$ cat config.mk
export PLATFORM = sky130hd
export DESIGN_NAME = pid_heat_cool_pwm_controller
export DESIGN_NICKNAME = d
export VERILOG_FILES = /design/src/rtl/pidc_pkg.sv /design/src/rtl/pidc_cfg_regs.sv /design/src/rtl/pidc_sermul.sv /design/src/rtl/pid_heat_cool_pwm_controller.sv
export SDC_FILE = /design/constraint.sdc
export NUM_CORES = 2
export LEC_CHECK = 0
export ABC_AREA = 1
export BUFFER_PORTS_ARGS = -buffer_cell sky130_fd_sc_hd__buf_2
export CORE_UTILIZATION = 55
export DETAILED_ROUTE_END_ITERATION = 7
export PLACE_DENSITY = 0.72
export SKIP_LAST_GASP = 1
export SLEW_MARGIN = 20
export SYNTH_ARGS = -nofsm -noshare
export SYNTH_HDL_FRONTEND = slang
export SYNTH_SLANG_ARGS = --single-unit
$ cat constraint.sdc
create_clock -name clk -period 16.9 [get_ports clk]
set_input_delay 1.69 -clock clk [delete_from_list [all_inputs] [get_ports clk]]
set_output_delay 1.69 -clock clk [all_outputs]
set_load 0.005 [all_outputs]
$ cat src/rtl/pidc_pkg.sv
// Package for the PID heat/cool PWM controller: widths, reset values,
// register indexes, state and term codes, and the multiplier request/response.
// No dependencies.
package pidc_pkg;

  // Field and datapath widths
  localparam int TEMP_W     = 15;
  localparam int ERR_W      = 15;
  localparam int DIFF_W     = 16;
  localparam int SUM_W      = 48;
  localparam int GAIN_W     = 31;
  localparam int LIMIT_W    = 31;
  localparam int PERIOD_W   = 32;
  localparam int DRIVE_W    = 32;
  localparam int CFG_IDX_W  = 3;
  localparam int CFG_DATA_W = 32;
  localparam int MUL_A_W    = 48;
  localparam int MUL_B_W    = 32;
  localparam int MUL_P_W    = MUL_A_W + MUL_B_W;
  localparam int CAP_W      = 61;
  localparam int ACC_W      = 63;
  localparam int Q16_W      = ACC_W - 16;

  // Register reset values
  localparam logic signed [TEMP_W-1:0] SETPOINT_RST   = 15'sd3000;
  localparam logic [GAIN_W-1:0]        GAIN_PROP_RST  = 31'd8589935;
  localparam logic [GAIN_W-1:0]        GAIN_INTEG_RST = 31'd858993;
  localparam logic [GAIN_W-1:0]        GAIN_DERIV_RST = 31'd4294967;
  localparam logic [LIMIT_W-1:0]       LIMIT_RST      = 31'd786432;
  localparam logic [PERIOD_W-1:0]      PERIOD_RST     = 32'd666666;

  // Saturation bounds
  localparam logic [ERR_W-1:0] ERR_MAX = 15'h3FFF;
  localparam logic [ERR_W-1:0] ERR_MIN = 15'h4000;
  localparam logic [SUM_W-1:0] SUM_MAX = {1'b0, {(SUM_W-1){1'b1}}};
  localparam logic [SUM_W-1:0] SUM_MIN = {1'b1, {(SUM_W-1){1'b0}}};
  localparam logic [CAP_W-1:0] PROD_CAP = {1'b1, {(CAP_W-1){1'b0}}};

  // Configuration register indexes
  typedef enum logic [CFG_IDX_W-1:0] {
    REG_SETPOINT   = 3'd0,
    REG_GAIN_PROP  = 3'd1,
    REG_GAIN_INTEG = 3'd2,
    REG_GAIN_DERIV = 3'd3,
    REG_LIMIT      = 3'd4,
    REG_PERIOD     = 3'd5
  } reg_idx_t;

  typedef struct packed {
    logic signed [TEMP_W-1:0] setpoint;
    logic [GAIN_W-1:0]        gain_prop;
    logic [GAIN_W-1:0]        gain_integ;
    logic [GAIN_W-1:0]        gain_deriv;
    logic [LIMIT_W-1:0]       limit;
    logic [PERIOD_W-1:0]      period;
  } cfg_t;

  // Sequencer states
  typedef enum logic [2:0] {
    ST_IDLE,
    ST_ERR,
    ST_INTEG,
    ST_MUL_GO,
    ST_MUL_WAIT,
    ST_CLAMP,
    ST_DONE
  } state_t;

  // Product being formed by the shared multiplier
  typedef enum logic [1:0] {
    TERM_P,
    TERM_I,
    TERM_D,
    TERM_DUTY
  } term_t;

  typedef struct packed {
    logic               start;
    logic [MUL_A_W-1:0] a;
    logic [MUL_B_W-1:0] b;
  } mul_req_t;

  typedef struct packed {
    logic               busy;
    logic               done;
    logic [MUL_P_W-1:0] prod;
  } mul_rsp_t;

endpackage

$ cat src/rtl/pidc_cfg_regs.sv
// Configuration register file of the PID controller.
// Depends on pidc_pkg (cfg_t, register indexes, reset values).
module pidc_cfg_regs import pidc_pkg::*; (
  input  logic                  clk,
  input  logic                  rst,
  input  logic                  wr_en,
  input  logic [CFG_IDX_W-1:0]  wr_index,
  input  logic [CFG_DATA_W-1:0] wr_data,
  output cfg_t                  cfg
);

  // One write per cycle; unknown indexes are dropped
  always_ff @(posedge clk) begin
    if (rst) begin
      cfg.setpoint   <= SETPOINT_RST;
      cfg.gain_prop  <= GAIN_PROP_RST;
      cfg.gain_integ <= GAIN_INTEG_RST;
      cfg.gain_deriv <= GAIN_DERIV_RST;
      cfg.limit      <= LIMIT_RST;
      cfg.period     <= PERIOD_RST;
    end else if (wr_en) begin
      unique case (wr_index)
        REG_SETPOINT:   cfg.setpoint   <= wr_data[TEMP_W-1:0];
        REG_GAIN_PROP:  cfg.gain_prop  <= wr_data[GAIN_W-1:0];
        REG_GAIN_INTEG: cfg.gain_integ <= wr_data[GAIN_W-1:0];
        REG_GAIN_DERIV: cfg.gain_deriv <= wr_data[GAIN_W-1:0];
        REG_LIMIT:      cfg.limit      <= wr_data[LIMIT_W-1:0];
        REG_PERIOD:     cfg.period     <= wr_data[PERIOD_W-1:0];
        default: ;
      endcase
    end
  end

endmodule

$ cat src/rtl/pidc_sermul.sv
// Radix-2 serial multiplier: one multiplier bit per cycle, product low bits
// shift out of the adder into a shift register. Depends on pidc_pkg.
module pidc_sermul import pidc_pkg::*; (
  input  logic     clk,
  input  logic     rst,
  input  mul_req_t req,
  output mul_rsp_t rsp
);

  localparam int CNT_W = $clog2(MUL_B_W);

  logic               busy;
  logic               done;
  logic [CNT_W-1:0]   count;
  logic [MUL_A_W-1:0] a_q;
  logic [MUL_A_W-1:0] hi;
  logic [MUL_B_W-1:0] lo;
  logic [MUL_A_W:0]   sum;

  // Partial product add, one bit wider than the multiplicand for the carry
  assign sum = {1'b0, hi} + (lo[0] ? {1'b0, a_q} : '0);

  // Step counter and status
  always_ff @(posedge clk) begin
    if (rst) begin
      busy  <= 1'b0;
      done  <= 1'b0;
      count <= '0;
    end else begin
      done <= 1'b0;
      if (req.start) begin
        busy  <= 1'b1;
        count <= '0;
      end else if (busy) begin
        count <= count + CNT_W'(1);
        if (count == CNT_W'(MUL_B_W - 1)) begin
          busy <= 1'b0;
          done <= 1'b1;
        end
      end
    end
  end

  // Shift-add datapath; lo holds the remaining multiplier bits
  always_ff @(posedge clk) begin
    if (req.start) begin
      a_q <= req.a;
      hi  <= '0;
      lo  <= req.b;
    end else if (busy) begin
      hi <= sum[MUL_A_W:1];
      lo <= {sum[0], lo[MUL_B_W-1:1]};
    end
  end

  assign rsp.busy = busy;
  assign rsp.done = done;
  assign rsp.prod = {hi, lo};

  // A new product only starts on an idle unit
  a_start_idle: assert property (@(posedge clk) disable iff (rst)
    req.start |-> !busy) else $error("multiplier started while busy");

  a_start_busy: assert property (@(posedge clk) disable iff (rst)
    req.start |=> busy) else $error("multiplier did not go busy");

  a_done_after_busy: assert property (@(posedge clk) disable iff (rst)
    done |-> ($past(busy) && !busy)) else $error("done without a finished run");

endmodule

$ cat src/rtl/pid_heat_cool_pwm_controller.sv
// PID heat/cool PWM controller, top level.
// A primed good sample passes ST_ERR, ST_INTEG, four passes through the shared
// serial multiplier (P, I, D, and after ST_CLAMP the duty product, one bit per
// cycle) and ST_DONE; a first good sample only primes, a failed read is
// dropped. The next item is taken once the result sits in the output register.
// Synchronous reset clears the control state, integrator and config registers.
module pid_heat_cool_pwm_controller import pidc_pkg::*; (
  input  logic                  clk,
  input  logic                  rst,
  // input items
  input  logic                  s_tvalid,
  output logic                  s_tready,
  input  logic [15:0]           s_tdata,    // [14:0] temperature_centi
  input  logic [0:0]            s_tuser,    // [0] read_failed
  // result items
  output logic                  m_tvalid,
  input  logic                  m_tready,
  output logic [95:0]           m_tdata,    // [31:0] drive, [63:32] heat_duty,
                                            // [95:64] cool_duty
  // configuration writes
  input  logic                  cfg_valid,
  output logic                  cfg_ready,
  input  logic [CFG_IDX_W-1:0]  cfg_index,
  input  logic [CFG_DATA_W-1:0] cfg_data
);

  cfg_t     cfg;
  mul_req_t mreq;
  mul_rsp_t mrsp;

  state_t state, state_next;
  term_t  term, term_next;
  logic   mul_start;
  logic   load_out;

  logic signed [TEMP_W-1:0] temp_q;
  logic signed [ERR_W-1:0]  err_q;
  logic signed [ERR_W-1:0]  prev_err;
  logic signed [DIFF_W-1:0] diff_q;
  logic signed [SUM_W-1:0]  error_sum;
  logic                     primed;
  logic signed [ACC_W-1:0]  acc;
  logic signed [DRIVE_W-1:0] drive_q;

  logic [DRIVE_W-1:0]  out_drive;
  logic [PERIOD_W-1:0] out_heat;
  logic [PERIOD_W-1:0] out_cool;

  assign cfg_ready = 1'b1;

  pidc_cfg_regs u_cfg (
    .clk      (clk),
    .rst      (rst),
    .wr_en    (cfg_valid & cfg_ready),
    .wr_index (cfg_index),
    .wr_data  (cfg_data),
    .cfg      (cfg)
  );

  // Error, saturated to 15 bits
  logic [ERR_W:0]     err_wide;
  logic [ERR_W-1:0]   err_sat;
  assign err_wide = {cfg.setpoint[TEMP_W-1], cfg.setpoint} - {temp_q[TEMP_W-1], temp_q};
  assign err_sat  = (err_wide[ERR_W] != err_wide[ERR_W-1]) ?
                    (err_wide[ERR_W] ? ERR_MIN : ERR_MAX) : err_wide[ERR_W-1:0];

  // Integrator update with saturation, and error difference
  logic [SUM_W:0]      sum_wide;
  logic [SUM_W-1:0]    sum_sat;
  logic [DIFF_W-1:0]   diff;
  assign sum_wide = {error_sum[SUM_W-1], error_sum}
                  + {{(SUM_W-ERR_W+1){err_q[ERR_W-1]}}, err_q};
  assign sum_sat  = (sum_wide[SUM_W] != sum_wide[SUM_W-1]) ?
                    (sum_wide[SUM_W] ? SUM_MIN : SUM_MAX) : sum_wide[SUM_W-1:0];
  assign diff     = {err_q[ERR_W-1], err_q} - {prev_err[ERR_W-1], prev_err};

  // Drive magnitude for the duty product
  logic [DRIVE_W-1:0] drive_abs;
  assign drive_abs = drive_q[DRIVE_W-1] ? (DRIVE_W'(0) - drive_q) : drive_q;

  // Multiplier operands: signed value split into sign and magnitude
  logic [MUL_A_W-1:0] op_val;
  logic [MUL_B_W-1:0] op_gain;
  logic               op_neg;
  logic [MUL_A_W-1:0] op_mag;
  always_comb begin
    unique case (term)
      TERM_P: begin
        op_val  = {{(MUL_A_W-ERR_W){err_q[ERR_W-1]}}, err_q};
        op_gain = {1'b0, cfg.gain_prop};
      end
      TERM_I: begin
        op_val  = error_sum;
        op_gain = {1'b0, cfg.gain_integ};
      end
      TERM_D: begin
        op_val  = {{(MUL_A_W-DIFF_W){diff_q[DIFF_W-1]}}, diff_q};
        op_gain = {1'b0, cfg.gain_deriv};
      end
      TERM_DUTY: begin
        op_val  = {{(MUL_A_W-DRIVE_W+1){1'b0}}, drive_abs[DRIVE_W-2:0]};
        op_gain = cfg.period;
      end
      default: begin
        op_val  = '0;
        op_gain = '0;
      end
    endcase
  end
  assign op_neg = op_val[MUL_A_W-1];
  assign op_mag = op_neg ? (MUL_A_W'(0) - op_val) : op_val;

  assign mreq.start = mul_start;
  assign mreq.a     = op_mag;
  assign mreq.b     = op_gain;

  pidc_sermul u_mul (
    .clk (clk),
    .rst (rst),
    .req (mreq),
    .rsp (mrsp)
  );

  // Gain product capped at 2^60, sign restored
  logic [CAP_W-1:0] capped;
  logic [ACC_W-1:0] term_val;
  assign capped   = (|mrsp.prod[MUL_P_W-1:CAP_W-1]) ? PROD_CAP : mrsp.prod[CAP_W-1:0];
  assign term_val = op_neg ? (ACC_W'(0) - {2'b00, capped}) : {2'b00, capped};

  // Q32 to Q16 by floor, then symmetric clamp
  logic signed [Q16_W-1:0] q16;
  logic signed [Q16_W-1:0] lim_pos;
  logic signed [Q16_W-1:0] lim_neg;
  logic signed [Q16_W-1:0] q16_clamped;
  assign q16     = acc[ACC_W-1:16];
  assign lim_pos = {{(Q16_W-LIMIT_W){1'b0}}, cfg.limit};
  assign lim_neg = Q16_W'(0) - lim_pos;
  always_comb begin
    priority if (q16 > lim_pos) q16_clamped = lim_pos;
    else if (q16 < lim_neg)     q16_clamped = lim_neg;
    else                        q16_clamped = q16;
  end

  // Duty = |drive| * period >> 16, capped at the period
  logic [MUL_P_W-17:0] duty_wide;
  logic [PERIOD_W-1:0] duty;
  assign duty_wide = mrsp.prod[MUL_P_W-1:16];
  assign duty      = (duty_wide > {{(MUL_P_W-16-PERIOD_W){1'b0}}, cfg.period}) ?
                     cfg.period : duty_wide[PERIOD_W-1:0];

  // Order of the gain terms
  always_comb begin
    unique case (term)
      TERM_P:  term_next = TERM_I;
      TERM_I:  term_next = TERM_D;
      default: term_next = TERM_DUTY;
    endcase
  end

  // State register
  always_ff @(posedge clk) begin
    if (rst) state <= ST_IDLE;
    else     state <= state_next;
  end

  // Next state and handshake
  always_comb begin
    state_next = state;
    s_tready   = 1'b0;
    mul_start  = 1'b0;
    load_out   = 1'b0;
    unique case (state)
      ST_IDLE: begin
        s_tready = 1'b1;
        if (s_tvalid && !s_tuser[0]) state_next = ST_ERR;
      end
      ST_ERR:   state_next = primed ? ST_INTEG : ST_IDLE;
      ST_INTEG: state_next = ST_MUL_GO;
      ST_MUL_GO: begin
        mul_start  = 1'b1;
        state_next = ST_MUL_WAIT;
      end
      ST_MUL_WAIT: begin
        if (mrsp.done) begin
          priority if (term == TERM_DUTY) state_next = ST_DONE;
          else if (term == TERM_D)        state_next = ST_CLAMP;
          else                            state_next = ST_MUL_GO;
        end
      end
      ST_CLAMP: state_next = ST_MUL_GO;
      ST_DONE: begin
        if (!m_tvalid || m_tready) begin
          load_out   = 1'b1;
          state_next = ST_IDLE;
        end
      end
      default: state_next = ST_IDLE;
    endcase
  end

  // Controller state kept across items
  always_ff @(posedge clk) begin
    if (rst) begin
      prev_err  <= '0;
      error_sum <= '0;
      primed    <= 1'b0;
      term      <= TERM_P;
    end else begin
      if (state == ST_ERR && !primed) begin
        prev_err <= err_sat;
        primed   <= 1'b1;
      end
      if (state == ST_INTEG) begin
        error_sum <= sum_sat;
        prev_err  <= err_q;
        term      <= TERM_P;
      end
      if (state == ST_MUL_WAIT && mrsp.done && term != TERM_DUTY) term <= term_next;
      if (state == ST_CLAMP) term <= TERM_DUTY;
    end
  end

  // Working registers of one item
  always_ff @(posedge clk) begin
    if (state == ST_IDLE && s_tvalid) temp_q <= s_tdata[TEMP_W-1:0];
    if (state == ST_ERR) err_q <= err_sat;
    if (state == ST_INTEG) begin
      diff_q <= diff;
      acc    <= '0;
    end
    if (state == ST_MUL_WAIT && mrsp.done && term != TERM_DUTY) acc <= acc + term_val;
    if (state == ST_CLAMP) drive_q <= q16_clamped[DRIVE_W-1:0];
  end

  // Output register
  always_ff @(posedge clk) begin
    if (rst)           m_tvalid <= 1'b0;
    else if (load_out) m_tvalid <= 1'b1;
    else if (m_tready) m_tvalid <= 1'b0;
  end

  always_ff @(posedge clk) begin
    if (load_out) begin
      out_drive <= drive_q;
      out_heat  <= drive_q[DRIVE_W-1] ? '0 : duty;
      out_cool  <= drive_q[DRIVE_W-1] ? duty : '0;
    end
  end

  assign m_tdata = {out_cool, out_heat, out_drive};

  // A waiting result is never overwritten
  a_hold_result: assert property (@(posedge clk) disable iff (rst)
    (state == ST_DONE && m_tvalid && !m_tready) |=> (state == ST_DONE))
    else $error("result overwritten while stalled");

  a_one_channel: assert property (@(posedge clk) disable iff (rst)
    m_tvalid |-> (out_heat == '0 || out_cool == '0))
    else $error("heat and cool both driven");

  a_drive_clamped: assert property (@(posedge clk) disable iff (rst)
    m_tvalid |-> (($signed({out_drive[DRIVE_W-1], out_drive}) <= $signed({2'b00, cfg.limit}))
               && ($signed({out_drive[DRIVE_W-1], out_drive})
                   >= -$signed({2'b00, cfg.limit}))))
    else $error("drive outside limit");

  a_done_expected: assert property (@(posedge clk) disable iff (rst)
    mrsp.done |-> (state == ST_MUL_WAIT))
    else $error("product finished outside wait state");

endmodule

==> load_flow_metrics.sql <==
INSERT INTO impl_metrics (metric_group, metric, value, unit) VALUES
('run_status', 'outcome', 'finished clean', ''),
('detailed_routing', 'via_per_inst', '5.82', ''),
('sta', 'clock-skew-final', '45.0', 'ps'),
('detailed_routing', 'wl', '142', 'mm'),
('clock_tree', 'clock_latency_on_the_worst_skew_pair', '650', 'ps'),
('detailed_routing', 'avgRoutedWirePerCell', '19.6', 'µm'),
('power', 'switchingPower', '1.19', 'mW'),
('cells_and_area', 'area.growth.synth_to_final', '9.29', '%'),
('synth', 'synth_largest_area_cell', 'sky130_fd_sc_hd__edfxtp_1', ''),
('detailed_routing', 'vias', '42000', ''),
('cells_and_area', 'area_used_by_sequential_logic_in_the_layout', '15400', 'µm²'),
('cells_and_area', 'finalNonFillerCells', '7223', ''),
('detailed_routing', 'drtPass1Iterations', '6', ''),
('floorplanning', 'design.core.area', '77800', 'µm²'),
('synth', 'largest_cells_by_area_after_synthesis', 'sky130_fd_sc_hd__edfxtp_1, sky130_fd_sc_hd__dfxtp_1, sky130_fd_sc_hd__nand2_1', ''),
('clock_tree', 'post_cts_resized', '0', ''),
('synth', 'synth_cells', '6057', ''),
('setup_path', 'max_stage_delay', '690', 'ps'),
('global_route', 'grt_overflow', '0', ''),
('global_route', 'grt_use_total', '0.341', ''),
('clock_tree', 'cts_sinks', '613', ''),
('synth', 'synth_area_per_cell', '7.19', 'µm²'),
('power', 'power_frac_comb', '0.167', ''),
('setup_path', 'worstRegToRegCells', '24', ''),
('clock_tree', 'root_buffer', 'sky130_fd_sc_hd__clkbuf_16', ''),
('floorplanning', 'die_h', '283', 'µm'),
('synth', 'ys_ff_latch', '613', ''),
('placement', 'place.detailed.instances', '7087', ''),
('hold_path', 'hold_depth', '2', ''),
('sta', 'hold_viol_final', '0', ''),
('global_route', 'globalRouteMet2Util', '0.526', ''),
('clock_tree', 'clkSlewWorstSetupHoldPaths', '60', 'ps'),
('power', 'cellPowerDensity', '84.2', 'nW/µm²'),
('setup_path', 'sum_of_buffers_and_inverters_on_the_critical_path', '6', ''),
('sta', 'timing.fmax', '159', 'MHz'),
('global_route', 'grt_util_met1', '0.478', ''),
('power', 'cellInternalPower', '2.81', 'mW'),
('placement', 'gp_congestion', '1.03', ''),
('synth', 'yosysWarnings', '0', ''),
('setup_path', 'cp_common_cell', 'sky130_fd_sc_hd__a21oi_1', ''),
('synth', 'yosysUniqueCellTypes', '64', ''),
('synth', 'proportion_of_synthesized_chip_area_in_sequential_cells', '0.355', ''),
('synth', 'synthSimpleGateAreaFrac', '0.245', ''),
('setup_path', 'worstSetupStartpointType', 'flop', ''),
('sta', 'finalSetupViolations', '0', ''),
('power', 'worst_ir_drop_vdd', '0.0966', 'mV'),
('clock_tree', 'cts_tree', 'built', ''),
('global_route', 'grt_antenna_before_repair', '3', ''),
('power', 'p_sw_frac', '0.298', ''),
('global_route', 'grt_pass1_vias', '37600', ''),
('hold_path', 'worst_hold_path_type', 'reg2reg', ''),
('cells_and_area', 'filler_cell_count', '7323', ''),
('power', 'share_clk_of_total_power', '0.415', ''),
('synth', 'synthAdderAreaFrac', '0.0934', ''),
('synth', 'synthXorXnorAreaFrac', '0.0414', ''),
('run', 'maxCapViolCount', '0', ''),
('setup_path', 'wp_data_required', '17270', 'ps'),
('sta', 'finalMaxSlewViolations', '0', ''),
('synth', 'synthFlopType', 'sky130_fd_sc_hd__edfxtp_1', ''),
('floorplanning', 'placement_rows', '102', ''),
('clock_tree', 'ctsHoldBuffers', '0', ''),
('cells_and_area', 'utilization', '0.611', ''),
('synth', 'synth_compound_gate_area_share', '0.181', ''),
('setup_path', 'cp.depth', '24', ''),
('sta', 'slew_headroom', '0.216', ''),
('synth', 'synth-async-reset-ratio', '0', ''),
('synth', 'mappedNetlistNets', '6436', ''),
('placement', 'place_area', '45000', 'µm²'),
('synth', 'synth_top_family_by_area', 'simple AND/OR/NAND/NOR gates', ''),
('detailed_routing', 'drc_errors', '0', ''),
('synth', 'synth.top_cell.area_share', '0.219', '');
[cells in the mapped netlist, drive strengths merged (38+ instances only)]
library cell / number
a31oi: 63
xor2: 147
inv: 733
ha: 317
nand2: 1324
a221oi: 38
nor3: 56
o21ai: 590
nand4: 66
nor2: 751
xnor2: 59
edfxtp: 317
dfxtp: 296
nand3: 302
a21oi: 533
clkbuf: 128
buf: 68
[power by group through the flow]
stage | registers (mW) | logic (mW) | clock network (mW)
after global placement | 1.70 | 0.641 | 0
final | 1.67 | 0.670 | 1.66
after CTS | 1.67 | 0.657 | 1.68
after global routing | 1.68 | 0.746 | 1.73
after floorplan | 1.68 | 0.477 | 0
after detailed placement | 1.70 | 0.652 | 0
[cells by family after synthesis]
family | count (synthesis)
DFF | 613
buffers and inverters | 929
adders and majority gates | 322
other | 1
AOI/OAI and AO/OA | 1420
muxes | 1
xor gates and xnor gates | 206
and+or+nand+nor | 2565
[placed cells by master, fill, tap and decap left out, types with 35 or more instances in the layout]
cell type,Yosys,routed
sky130_fd_sc_hd__a21o_1,35,35
sky130_fd_sc_hd__a21oi_1,530,530
sky130_fd_sc_hd__a221oi_1,38,38
sky130_fd_sc_hd__a31oi_1,63,63
sky130_fd_sc_hd__buf_2,30,153
sky130_fd_sc_hd__clkbuf_16,0,80
sky130_fd_sc_hd__dfxtp_1,296,296
sky130_fd_sc_hd__edfxtp_1,317,317
sky130_fd_sc_hd__ha_1,317,317
sky130_fd_sc_hd__inv_1,718,714
sky130_fd_sc_hd__nand2_1,1313,1308
sky130_fd_sc_hd__nand3_1,298,298
sky130_fd_sc_hd__nand4_1,66,66
sky130_fd_sc_hd__nor2_1,727,723
sky130_fd_sc_hd__nor3_1,49,47
sky130_fd_sc_hd__o21ai_0,560,560
sky130_fd_sc_hd__xnor2_1,59,59
sky130_fd_sc_hd__xor2_1,147,147
[through the flow]
step | worst slack (ps) | total power [mW] | hold WS (ps)
final | 10600 | 4.01 | 455
after global routing | 10240 | 4.16 | 472
after CTS | 10810 | 4.01 | 454
after detailed placement | 10880 | 2.36 | 443
after global placement | 10900 | 2.34 | 437
after floorplan | 5330 | 2.16 | 426
[final timing paths]
check           startpoint             to  slack [ps]
max                term[1]        acc[55]       10600
min          u_cfg.cfg[73]  u_cfg.cfg[73]         450
max reg2reg        term[1]        acc[55]       10600
min reg2reg  u_cfg.cfg[73]  u_cfg.cfg[73]         450
[state kept, by name, indices dropped and copies added, names as in the netlist]
signal / cells
m_tvalid: 1
term: 2
out_drive: 32
u_mul.lo: 32
state: 3
error_sum: 48
primed: 1
u_mul.busy: 1
diff_q: 16
err_q: 15
u_mul.done: 1
prev_err: 15
out_heat: 32
acc: 63
drive_q: 32
u_mul.count: 5
out_cool: 32
u_mul.a_q: 48
u_mul.hi: 48
temp_q: 15
u_cfg.cfg: 171
[worst register-to-register path, delay by kind of cell (launching register included)]
| family | cells | cell delay (ps) |
|---|---|---|
| buffers and inverters | 6 | 1440 |
| DFF | 1 | 690 |
| xor gates and xnor gates | 1 | 170 |
| AOI/OAI and AO/OA | 9 | 1840 |
| and+or+nand+nor | 7 | 1510 |
| adders and majority gates | 1 | 380 |
[cell type report]
type | count | area share
multi-input combinational | 4515 | 0.515
clock inverter | 33 | 0.00860
antenna | 2 | 0.000105
tap | 1040 | 0.0273
inverter | 733 | 0.0582
timing repair buffer | 186 | 0.0216
clock buffer | 101 | 0.0452
sequential | 613 | 0.325
[layer usage]
metal	vias to the layer above	routed length, µm
met1	19500	61200
met4	0	6790
met3	280	12200
met5	-	0
met2	1773	61500
li1	20500	-
Power figures use the tool's default switching activity.
